File: config.mk
export PLATFORM = sky130hd
export DESIGN_NAME = bounded_list_push_and_search_flat
export DESIGN_NICKNAME = d
export VERILOG_FILES = /design/src/sv/blps_pkg.sv /design/src/sv/blps_if.sv /design/src/sv/blps_cell.sv /design/src/sv/blps_prio.sv /design/src/sv/bounded_list_push_and_search.sv /design/src/flat_wrapper.sv
export SDC_FILE = /design/constraint.sdc
export NUM_CORES = 1
export LEC_CHECK = 0
export BUFFER_PORTS_ARGS = -buffer_cell sky130_fd_sc_hd__buf_2
export CAP_MARGIN = 20
export CORE_UTILIZATION = 68
export DETAILED_ROUTE_END_ITERATION = 10
export HOLD_SLACK_MARGIN = 0.02
export PLACE_DENSITY = 0.86
export RECOVER_POWER = 50
export SLEW_MARGIN = 20
export SYNTH_ARGS = -nofsm -noshare
export SYNTH_HDL_FRONTEND = slang
export SYNTH_SLANG_ARGS = --single-unit
File: constraint.sdc
create_clock -name clk_i -period 5.5 [get_ports clk_i]
set_input_delay 0.55 -clock clk_i [delete_from_list [all_inputs] [get_ports clk_i]]
set_output_delay 0.55 -clock clk_i [all_outputs]
set_load 0.01 [all_outputs]
File: src/sv/blps_pkg.sv
// shared constants, types and request codes of the bounded list
package blps_pkg;

  localparam int unsigned CAPACITY = 16;
  localparam int unsigned WORD_W   = 32;
  localparam int unsigned IDX_W    = (CAPACITY > 1) ? $clog2(CAPACITY) : 1;
  localparam int unsigned CNT_W    = $clog2(CAPACITY + 1);
  localparam int unsigned REQ_W    = 2;

  typedef enum logic [REQ_W-1:0] {
    REQ_PUSH_BACK  = 2'd0,
    REQ_PUSH_FRONT = 2'd1,
    REQ_SEARCH     = 2'd2
  } req_e;

  typedef struct packed {
    logic shift;
    logic load;
    logic search;
  } cell_ctl_t;

endpackage

File: src/sv/blps_if.sv
// request and response channel interfaces
interface blps_req_if
  import blps_pkg::*;
();
  logic                     valid;
  logic                     ready;
  logic [REQ_W-1:0]         req_type;
  logic signed [WORD_W-1:0] value;

  modport source (output valid, req_type, value, input ready);
  modport sink   (input valid, req_type, value, output ready);
endinterface

interface blps_rsp_if
  import blps_pkg::*;
();
  logic             valid;
  logic             ready;
  logic             found;
  logic [IDX_W-1:0] match_index;
  logic [CNT_W-1:0] entry_count;
  logic             push_rejected;
  logic             is_empty;
  logic             is_full;

  modport source (output valid, found, match_index, entry_count, push_rejected, is_empty,
                  is_full, input ready);
  modport sink   (input valid, found, match_index, entry_count, push_rejected, is_empty,
                  is_full, output ready);
endinterface

File: src/sv/blps_cell.sv
// one list cell: holds a word, shifts from its neighbour and compares
module blps_cell
  import blps_pkg::*;
(
  input  logic              clk_i,
  input  logic              rst_ni,
  input  cell_ctl_t         ctl_i,
  input  logic              live_i,
  input  logic [WORD_W-1:0] prev_i,
  input  logic [WORD_W-1:0] word_i,
  output logic [WORD_W-1:0] entry_o,
  output logic              match_o
);

  logic [WORD_W-1:0] entry_q, entry_d;
  logic              match_q, match_d;

  always_comb begin
    entry_d = entry_q;
    if (ctl_i.shift) begin
      entry_d = prev_i;
    end else if (ctl_i.load) begin
      entry_d = word_i;
    end
  end

  // match flag is taken with each request and held until the next one
  assign match_d = ctl_i.search ? (live_i & (entry_q == word_i)) : match_q;

  always_ff @(posedge clk_i) begin
    entry_q <= entry_d;
  end

  always_ff @(posedge clk_i or negedge rst_ni) begin
    if (!rst_ni) begin
      match_q <= 1'b0;
    end else begin
      match_q <= match_d;
    end
  end

  assign entry_o = entry_q;
  assign match_o = match_q;

endmodule

File: src/sv/blps_prio.sv
// lowest-position match encoder over the cell match flags
module blps_prio
  import blps_pkg::*;
(
  input  logic [CAPACITY-1:0] match_i,
  output logic                found_o,
  output logic [IDX_W-1:0]    index_o
);

  always_comb begin
    index_o = '0;
    for (int i = CAPACITY - 1; i >= 0; i--) begin
      if (match_i[i]) begin
        index_o = IDX_W'(i);
      end
    end
  end

  assign found_o = |match_i;

endmodule

File: src/sv/bounded_list_push_and_search.sv
// top level: bounded list as a row of cells with push and search
//
//  channel | dir | words carried
//  req_i   | in  | req_type, value
//  rsp_o   | out | found, match_index, entry_count, push_rejected, is_empty, is_full
//
// a request is taken into the cell row (a shift or compare in every cell at once, or a load
// into the first free cell) and each cell registers its match flag; the first match is then
// encoded into the output register, which holds the response while it is stalled.
// a new request is taken every cycle while the output register drains.
// reset empties the list at once; stored words hold no reset value.
// a stalled response holds the output register and, behind it, the request.
module bounded_list_push_and_search
  import blps_pkg::*;
(
  input  logic        clk_i,
  input  logic        rst_ni,
  blps_req_if.sink    req_i,
  blps_rsp_if.source  rsp_o
);

  logic [CNT_W-1:0]  cnt_q, cnt_d;
  logic              pend_q, pend_d;
  logic              rej_q, rej_d;
  logic              out_valid_q, out_valid_d;
  logic              found_q;
  logic [IDX_W-1:0]  index_q;
  logic [CNT_W-1:0]  count_q;
  logic              rej_out_q;

  logic              accept, retire, full, is_push, do_push;
  logic              is_back, is_front, is_search;
  logic [WORD_W-1:0] word;
  logic [WORD_W-1:0] entries [CAPACITY];
  logic [CAPACITY-1:0] match;
  logic              enc_found;
  logic [IDX_W-1:0]  enc_index;

  assign word      = req_i.value;
  assign full      = (cnt_q == CNT_W'(CAPACITY));
  assign is_back   = (req_i.req_type == REQ_PUSH_BACK);
  assign is_front  = (req_i.req_type == REQ_PUSH_FRONT);
  assign is_search = (req_i.req_type == REQ_SEARCH);
  assign is_push   = is_back | is_front;
  assign do_push   = accept & is_push & ~full;

  assign retire       = pend_q & (~out_valid_q | rsp_o.ready);
  assign req_i.ready  = ~pend_q | retire;
  assign accept       = req_i.valid & req_i.ready;

  // cell row
  for (genvar g = 0; g < CAPACITY; g++) begin : g_cell
    cell_ctl_t        ctl;
    logic [WORD_W-1:0] prev;

    assign ctl.shift  = do_push & is_front;
    assign ctl.load   = do_push & is_back & (cnt_q == CNT_W'(g));
    assign ctl.search = accept;

    if (g == 0) begin : g_head
      assign prev = word;
    end else begin : g_body
      assign prev = entries[g-1];
    end

    blps_cell u_cell (
      .clk_i   (clk_i),
      .rst_ni  (rst_ni),
      .ctl_i   (ctl),
      .live_i  ((CNT_W'(g) < cnt_q) & is_search),
      .prev_i  (prev),
      .word_i  (word),
      .entry_o (entries[g]),
      .match_o (match[g])
    );
  end

  blps_prio u_prio (
    .match_i (match),
    .found_o (enc_found),
    .index_o (enc_index)
  );

  // request control
  always_comb begin
    cnt_d  = cnt_q;
    pend_d = pend_q;
    rej_d  = rej_q;
    if (retire) begin
      pend_d = 1'b0;
    end
    if (accept) begin
      pend_d = 1'b1;
      rej_d  = is_push & full;
      if (do_push) begin
        cnt_d = cnt_q + CNT_W'(1);
      end
    end
  end

  assign out_valid_d = retire | (out_valid_q & ~rsp_o.ready);

  always_ff @(posedge clk_i or negedge rst_ni) begin
    if (!rst_ni) begin
      cnt_q       <= '0;
      pend_q      <= 1'b0;
      out_valid_q <= 1'b0;
    end else begin
      cnt_q       <= cnt_d;
      pend_q      <= pend_d;
      out_valid_q <= out_valid_d;
    end
  end

  always_ff @(posedge clk_i) begin
    rej_q <= rej_d;
    if (retire) begin
      found_q   <= enc_found;
      index_q   <= enc_index;
      count_q   <= cnt_q;
      rej_out_q <= rej_q;
    end
  end

  assign rsp_o.valid         = out_valid_q;
  assign rsp_o.found         = found_q;
  assign rsp_o.match_index   = index_q;
  assign rsp_o.entry_count   = count_q;
  assign rsp_o.push_rejected = rej_out_q;
  assign rsp_o.is_empty      = (count_q == '0);
  assign rsp_o.is_full       = (count_q == CNT_W'(CAPACITY));

endmodule

File: src/flat_wrapper.sv
// flat-port wrapper written by rule: the top's interface ports become plain ports
module bounded_list_push_and_search_flat import blps_pkg::*;
  (clk_i, rst_ni, req_i_valid, req_i_req_type, req_i_value, req_i_ready, rsp_o_valid, rsp_o_found, rsp_o_match_index, rsp_o_entry_count, rsp_o_push_rejected, rsp_o_is_empty, rsp_o_is_full, rsp_o_ready);
  blps_req_if req_i_i ();
  blps_rsp_if rsp_o_i ();
  input  logic clk_i;
  input  logic rst_ni;
  input wire logic [$bits(req_i_i.valid)-1:0] req_i_valid;
  input wire logic [$bits(req_i_i.req_type)-1:0] req_i_req_type;
  input wire logic [$bits(req_i_i.value)-1:0] req_i_value;
  output wire logic [$bits(req_i_i.ready)-1:0] req_i_ready;
  output wire logic [$bits(rsp_o_i.valid)-1:0] rsp_o_valid;
  output wire logic [$bits(rsp_o_i.found)-1:0] rsp_o_found;
  output wire logic [$bits(rsp_o_i.match_index)-1:0] rsp_o_match_index;
  output wire logic [$bits(rsp_o_i.entry_count)-1:0] rsp_o_entry_count;
  output wire logic [$bits(rsp_o_i.push_rejected)-1:0] rsp_o_push_rejected;
  output wire logic [$bits(rsp_o_i.is_empty)-1:0] rsp_o_is_empty;
  output wire logic [$bits(rsp_o_i.is_full)-1:0] rsp_o_is_full;
  input wire logic [$bits(rsp_o_i.ready)-1:0] rsp_o_ready;
  assign req_i_i.valid = req_i_valid;
  assign req_i_i.req_type = req_i_req_type;
  assign req_i_i.value = req_i_value;
  assign req_i_ready = req_i_i.ready;
  assign rsp_o_valid = rsp_o_i.valid;
  assign rsp_o_found = rsp_o_i.found;
  assign rsp_o_match_index = rsp_o_i.match_index;
  assign rsp_o_entry_count = rsp_o_i.entry_count;
  assign rsp_o_push_rejected = rsp_o_i.push_rejected;
  assign rsp_o_is_empty = rsp_o_i.is_empty;
  assign rsp_o_is_full = rsp_o_i.is_full;
  assign rsp_o_i.ready = rsp_o_ready;
  bounded_list_push_and_search u_core (.clk_i(clk_i), .rst_ni(rst_ni), .req_i(req_i_i), .rsp_o(rsp_o_i));
endmodule
==> results of run 1 <==
## registers in the layout, summed over array words and instances (netlist names)
| signal | flops |
|---|---|
| u_core.g_cell.u_cell.entry_o | 512 |
| u_core.g_cell.u_cell.match_o | 16 |
| u_core.cnt_q | 5 |
| u_core.rsp_o.entry_count | 5 |
| u_core.rsp_o.match_index | 4 |
| u_core.pend_q | 1 |
| u_core.rej_q | 1 |
| u_core.rsp_o.found | 1 |
| u_core.rsp_o.push_rejected | 1 |
| u_core.rsp_o.valid | 1 |
## power groups by stage
stage                     sequential (mW)  clock, mW  combinational (mW)
after floorplan                      5.08          0               0.929
after global placement               5.14          0                1.28
after detailed placement             5.16          0                1.32
after CTS                            5.07       3.66                1.34
after global routing                 5.11       3.81                1.41
final                                5.09       3.65                1.35
## per-layer routing
metal	share of wire	track usage
met5	0	0
met2	0.48	0.587
met1	0.35	0.444
met3	0.073	0.0470
met4	0.096	0.316
## worst max path at each step
stage,cells after the start,slack (ns),to
2_1_floorplan,6,2.09,u_core.g_cell[11].u_cell.entry_o[0]$_DFFE_PP_
3_3_place_gp,8,1.66,u_core.g_cell[15].u_cell.entry_o[25]$_DFFE_PP_
3_5_place_dp,8,1.47,u_core.g_cell[8].u_cell.entry_o[13]$_DFFE_PP_
4_1_cts,8,1.41,u_core.g_cell[14].u_cell.entry_o[10]$_DFFE_PP_
5_1_grt,5,0.63,u_core.g_cell[2].u_cell.entry_o[2]$_DFFE_PP_
6_report,5,0.99,u_core.g_cell[2].u_cell.entry_o[8]$_DFFE_PP_
## stage by stage
step / setup slack (ns) / hold WS [ns] / instance area (sq um)
after CTS: 1.41 / 0.236 / 29500
final: 0.992 / 0.262 / 29400
after detailed placement: 1.47 / 0.423 / 27800
after global routing: 0.631 / 0.270 / 29400
after floorplan: 2.09 / 0.254 / 27400
after global placement: 1.66 / 0.410 / 27800
## layout by cell type, fill, tap and decap left out, types with 5 or more instances in the layout
master / count
nand2_1: 19
xor2_1: 238
nand2b_1: 5
a21oi_1: 19
a22o_1: 5
a21o_1: 480
buf_2: 5
nand4_1: 82
edfxtp_1: 524
inv_1: 8
xnor2_1: 278
o21ai_0: 8
buf_4: 12
dfrtp_1: 23
nand3_1: 13
nor3_1: 9
clkinv_2: 6
clkinv_1: 12
clkbuf_16: 55
clkbuf_1: 81
nor4_1: 76
nor2b_2: 28
nor2b_1: 5
nor2_1: 27
## worst min-delay path, stage by stage
cell and delay [ns]:
buf_2 0.09, nand2b_1 0.12, nand2b_1 0.06
## kinds of logic (layout without fill, tap and decap cells)
kind of cell | count (synthesis) | after routing | synth area share
compound gates | 535 | 535 | 0.144
simple gates | 279 | 279 | 0.0620
fa+ha+maj | 3 | 3 | 0.00137
buf+inv | 171 | 195 | 0.0323
flops | 547 | 547 | 0.595
xor+xnor | 516 | 516 | 0.165
## cell type report
class,instances,area [sq um],area share
Sequential cell,547,16300,0.555
Tap cell,525,657,0.0224
Timing Repair Buffer,83,418,0.0142
Clock buffer,78,1500,0.0511
Multi-Input combinational cell,1333,10200,0.349
Clock inverter,24,218,0.00741
Inverter,10,37.5,0.00128
## timing repair
action,4_1_cts,5_1_grt
hold buffers,1,0
setup buffers,0,0
hold endpoints to repair,23,0
==> results.toml, run 1 <==
[timing]
setup_tns_ns = 0
rsz0062_at_grt = "no"
period_needed_ns = 4.51
setup_viol = 0
relSlewSlack = -0.934
post-route-period-util = 0.820
worst_pin_slew_ns = 2.89
clock.fmax_mhz = 222
skew_ns = 0.0201
hold_viol_final = 0
maxSlewViolCount = 737

[routing]
via_per_inst = 6.77
drt_iter0_markers = 2279
antenna_left = 0
vias = 17600
drc = 1
drt_wl_total_mm = 74.8
first_pass_iters = 9
wire_per_inst_um = 28.8

[yosys]
synth_edf_count = 524
synthesis.area_sq_mm = 0.0274
async_reset_ff_frac = 0.0420
synth_top_area_frac = 0.574
syn-num-nets = 2092
ys.flop_type = "edfxtp_1"
yosys_warnings = 0
ys_ff_latch = 547
synth_cell_types = 46
synth_cells = 2051
synth_top_cells_by_count = "edfxtp_1 (524), a21o_1 (480), xnor2_1 (278), xor2_1 (238), buf_2 (101)"
synth.most_common_cell = "edfxtp_1"
syn_area_per_cell_sq_um = 13.4
ys_seq_area_frac = 0.595
yosysTopAreaCell = "edfxtp_1"
synth_area_leaders = "edfxtp_1 (57%), a21o_1 (13%), xnor2_1 (8.9%)"

[worst_setup_path]
crit_type = "flip-flop to flip-flop"
startpoint_type = "flip-flop"
slowest_stage = "nor2_1"
critPathLaunch = "u_core.cnt_q[0]$_DFFE_PN0P_"
reg2reg_from = "u_core.cnt_q[0]$_DFFE_PN0P_"
r2r_end = "u_core.g_cell[2].u_cell.entry_o[8]$_DFFE_PP_"
cp.buffers_inverters = 1
crit_arrival_ns = 4.67
r2r_setup_slack_ns = 0.99
path_cells = "clkinv_1 > ha_1 > nand4bb_2 > nand4b_4 > nor2_1"
critPathMaxFanout = 32
rr_worst_depth = 5
cp.required_ns = 5.66
cpLargestDelayFamily = "simple AND/OR/NAND/NOR gates"
max_stage_delay_ns = 2.23
cp-end-kind = "flip-flop"

[finish]
layout.nets = 2071
fill_cells = 2516
final_util = 0.740
layout-drive-gt1-share = 0.0631
diodes = 0
area_growth_pct = 7.21
fin_cells = 2600

[floorplan]
dieArea_sq_mm = 0.0411
core.rowCount = 73
ioPinCount = 53
die_w_um = 203
start_util = 0.690
die_y_um = 203
core_area_sq_mm = 0.0397

[hold_path]
whs_endpoint = "u_core.rsp_o.valid$_DFF_PN0_"
whs_path_depth = 3
min-delay-start = "rsp_o_ready"
hp-class = "primary input to flip-flop"

[clocking]
cts_htree_levels = 2
cts_resized = 0
path_clk_slew_ns = 0.06
cts_made_buffers = 55
clock_path_buffers = 3
cts_tree = "done"
clock-sinks = 547
root_buffer = "clkbuf_16"
clkLatencyLatePin_ns = 0.62

[global_route]
grt_max_degree = 162
grt_pass1_wl_mm = 109
grt_usage = 0.367
antenna_found_initial = 0
grt_overflow_total = 0
grt_pass1_vias = 17600

[run_status]
failed_checks = "design-rule violations, max-capacitance violations, max-slew violations"
status = "finished with violations"

[placed_design]
place_congestion = 0.997
dpl.cell_count = 2496
dp_hpwl_mm = 53.9
port_buffers = 52

[run]
cap_violations = 32

[power_and_ir_drop]
seq_power_share = 0.505
p_total_mw = 10.1
power_switching_mw = 2.66
leakagePower_nw = 11.7
power.share.clock = 0.362
ir_worst_vdd_v = 0.000343
p_per_area_mw_per_mm2 = 343
p_int_mw = 7.43
switching_share = 0.264
power_frac_comb = 0.133
Power figures use the tool's default switching activity.
==> run 2: changes to the inputs <==
--- a/config.mk
+++ b/config.mk
@@ -7,10 +7,10 @@
 export LEC_CHECK = 0
 export BUFFER_PORTS_ARGS = -buffer_cell sky130_fd_sc_hd__buf_2
 export CAP_MARGIN = 20
-export CORE_UTILIZATION = 68
+export CORE_UTILIZATION = 63
 export DETAILED_ROUTE_END_ITERATION = 10
 export HOLD_SLACK_MARGIN = 0.02
-export PLACE_DENSITY = 0.86
+export PLACE_DENSITY = 0.81
 export RECOVER_POWER = 50
 export SLEW_MARGIN = 20
 export SYNTH_ARGS = -nofsm -noshare
==> constraint.sdc (replaced) <==
create_clock -name clk_i -period 4.4 [get_ports clk_i]
set_input_delay 0.44 -clock clk_i [delete_from_list [all_inputs] [get_ports clk_i]]
set_output_delay 0.44 -clock clk_i [all_outputs]
set_load 0.01 [all_outputs]
==> run 2 against run 1 <==
Effect of this change: die area grew 7.9%; cell count increased by 2.3%; sequential share of layout area shrank 0.057 points; the flow finishes with violations (max-capacitance violations, max-slew violations); clock power increased by 21%; clock-buffer cell count stayed put; setup slack lost 0.45 ns; via count is 2.0% lower; highest routed layer unchanged; first-iteration DRC count down 9.2%; clock skew increased by 0.0058 ns.
==> results.toml, run 2 (synthesis gave the netlist of run 1 again) <==
[timing]
worst_pin_slew_ns = 1.86
maxSlewViolCount = 711
hold_viol_final = 0
rsz0062_at_grt = "no"
setup_slack_ns = 0.541
post-route-period-util = 0.877
hold_slack_ns = 0.147
relSlewSlack = -0.237
setup_tns_ns = 0
clock.fmax_mhz = 259
period_needed_ns = 3.86
skew_ns = 0.0258
setup_viol = 0

[clocking]
root_buffer = "clkbuf_16"
cts_htree_levels = 2
cts_made_buffers = 56
cts_setup_buffers = 0
path_clk_slew_ns = 0.06
cts_tree = "done"
clkLatencyLatePin_ns = 0.62
clock_path_buffers = 3
cts_resized = 0
clock-sinks = 547

[finish]
layout_common_cells = "edfxtp_1 (524), a21o_1 (480), xnor2_1 (278), xor2_1 (238), nand4_1 (82)"
final_common_cell = "edfxtp_1"
fill_cells = 2960
seq_area_sq_mm = 0.0163
layout.nets = 2073
diodes = 0
multi_input_area_sq_mm = 0.0102
area_growth_pct = 7.32
final_util = 0.684
layout-drive-gt1-share = 0.0617
final_cell_area_sq_mm = 0.0294
largest_register_ffs = 512

[worst_setup_path]
critPathMaxFanout = 32
rr_worst_depth = 6
r2r_setup_slack_ns = 0.54
cp.required_ns = 4.59
crit_type = "flip-flop to flip-flop"
cp-end-kind = "flip-flop"
crit_arrival_ns = 4.05
critPathLaunch = "u_core.cnt_q[0]$_DFFE_PN0P_"
startpoint_type = "flip-flop"
reg2reg_from = "u_core.cnt_q[0]$_DFFE_PN0P_"
crit_end = "u_core.g_cell[12].u_cell.entry_o[22]$_DFFE_PP_"
r2r_end = "u_core.g_cell[12].u_cell.entry_o[22]$_DFFE_PP_"

[routing]
antenna_left = 0
via_per_inst = 6.48
wire_per_inst_um = 27.7
first_pass_iters = 6
drc = 0
vias = 17200
drt_wl_total_mm = 73.7
drt_iter0_markers = 2070

[placed_design]
port_buffers = 52
place_congestion = 0.937
post_dp_cell_area_sq_mm = 0.0279
dp_hpwl_mm = 53.0
post-place-ws_ns = 0.852

[power_and_ir_drop]
p_per_area_mw_per_mm2 = 423
leakagePower_nw = 11.7
ir_worst_vdd_v = 0.000390

[floorplan]
dieArea_sq_mm = 0.0443
core.rowCount = 76
core_area_sq_mm = 0.0430
ioPinCount = 53
start_util = 0.638
die_w_um = 211
die_y_um = 211

[hold_path]
hp-class = "primary input to flip-flop"

[global_route]
grt_pass1_vias = 16900
grt_pass1_wl_mm = 107
antenna_found_initial = 0
grt_max_degree = 125
grt_usage = 0.334
grt_overflow_total = 0

[run_status]
failed_checks = "max-capacitance violations, max-slew violations"
status = "finished with violations"

[run]
cap_violations = 31
[run 2: layout make-up]
cell class | count | area share
clock inverter | 23 | 0.00468
clock buffer | 78 | 0.0522
inverter | 10 | 0.00128
sequential | 547 | 0.554
timing repair buffer | 84 | 0.0145
multi-input combinational | 1333 | 0.348
tap | 585 | 0.0249
[run 2: worst min-delay path by stage]
stage | start | end | cells after the start
after global routing | rsp_o_ready | u_core.rsp_o.valid$_DFF_PN0_ | 3
final | rsp_o_ready | u_core.rsp_o.valid$_DFF_PN0_ | 3
after floorplan | rst_ni | u_core.cnt_q[0]$_DFFE_PN0P_ | 0
after CTS | rsp_o_ready | u_core.rsp_o.valid$_DFF_PN0_ | 3
after global placement | u_core.rej_q$_DFFE_PP_ | u_core.rsp_o.push_rejected$_DFFE_PP_ | 0
after detailed placement | u_core.rej_q$_DFFE_PP_ | u_core.rsp_o.push_rejected$_DFFE_PP_ | 0
[run 2: metrics by stage]
stage / power, mW / std cells
after floorplan: 7.51 / 2051
after global placement: 8.03 / 2557
after detailed placement: 8.10 / 2557
after CTS: 12.4 / 2659
after global routing: 12.8 / 2660
final: 12.4 / 2660
[run 2: critical path, stage by stage (launching register included)]
cell and delay (ns):
dfrtp_1 0.56, clkinv_1 0.38, ha_1 0.40, nand4bb_2 0.17, nand4b_4 0.34, nor2_2 0.22
clkbuf_1 1.34
[run 2: repair_timing]
item                                    in CTS  in global routing
hold buffers                                 1                  0
endpoints found under the setup margin       0                  0
hold endpoints to repair                    23                  0
[run 2: layer usage]
layer,GRT usage,up-vias,wire length [um]
met3,0.0329,182,4620
li1,-,7486,-
met5,0,-,0
met4,0.213,0,5090
met2,0.569,914,36700
met1,0.410,8659,27200
[run 2: power breakdown]
part           leakage [nW]  internal, mW  switching, mW
combinational          5.78         0.576           1.09
clock                 0.815          2.48           1.93
sequential             5.12          6.10          0.266
total                  11.7          9.16           3.29
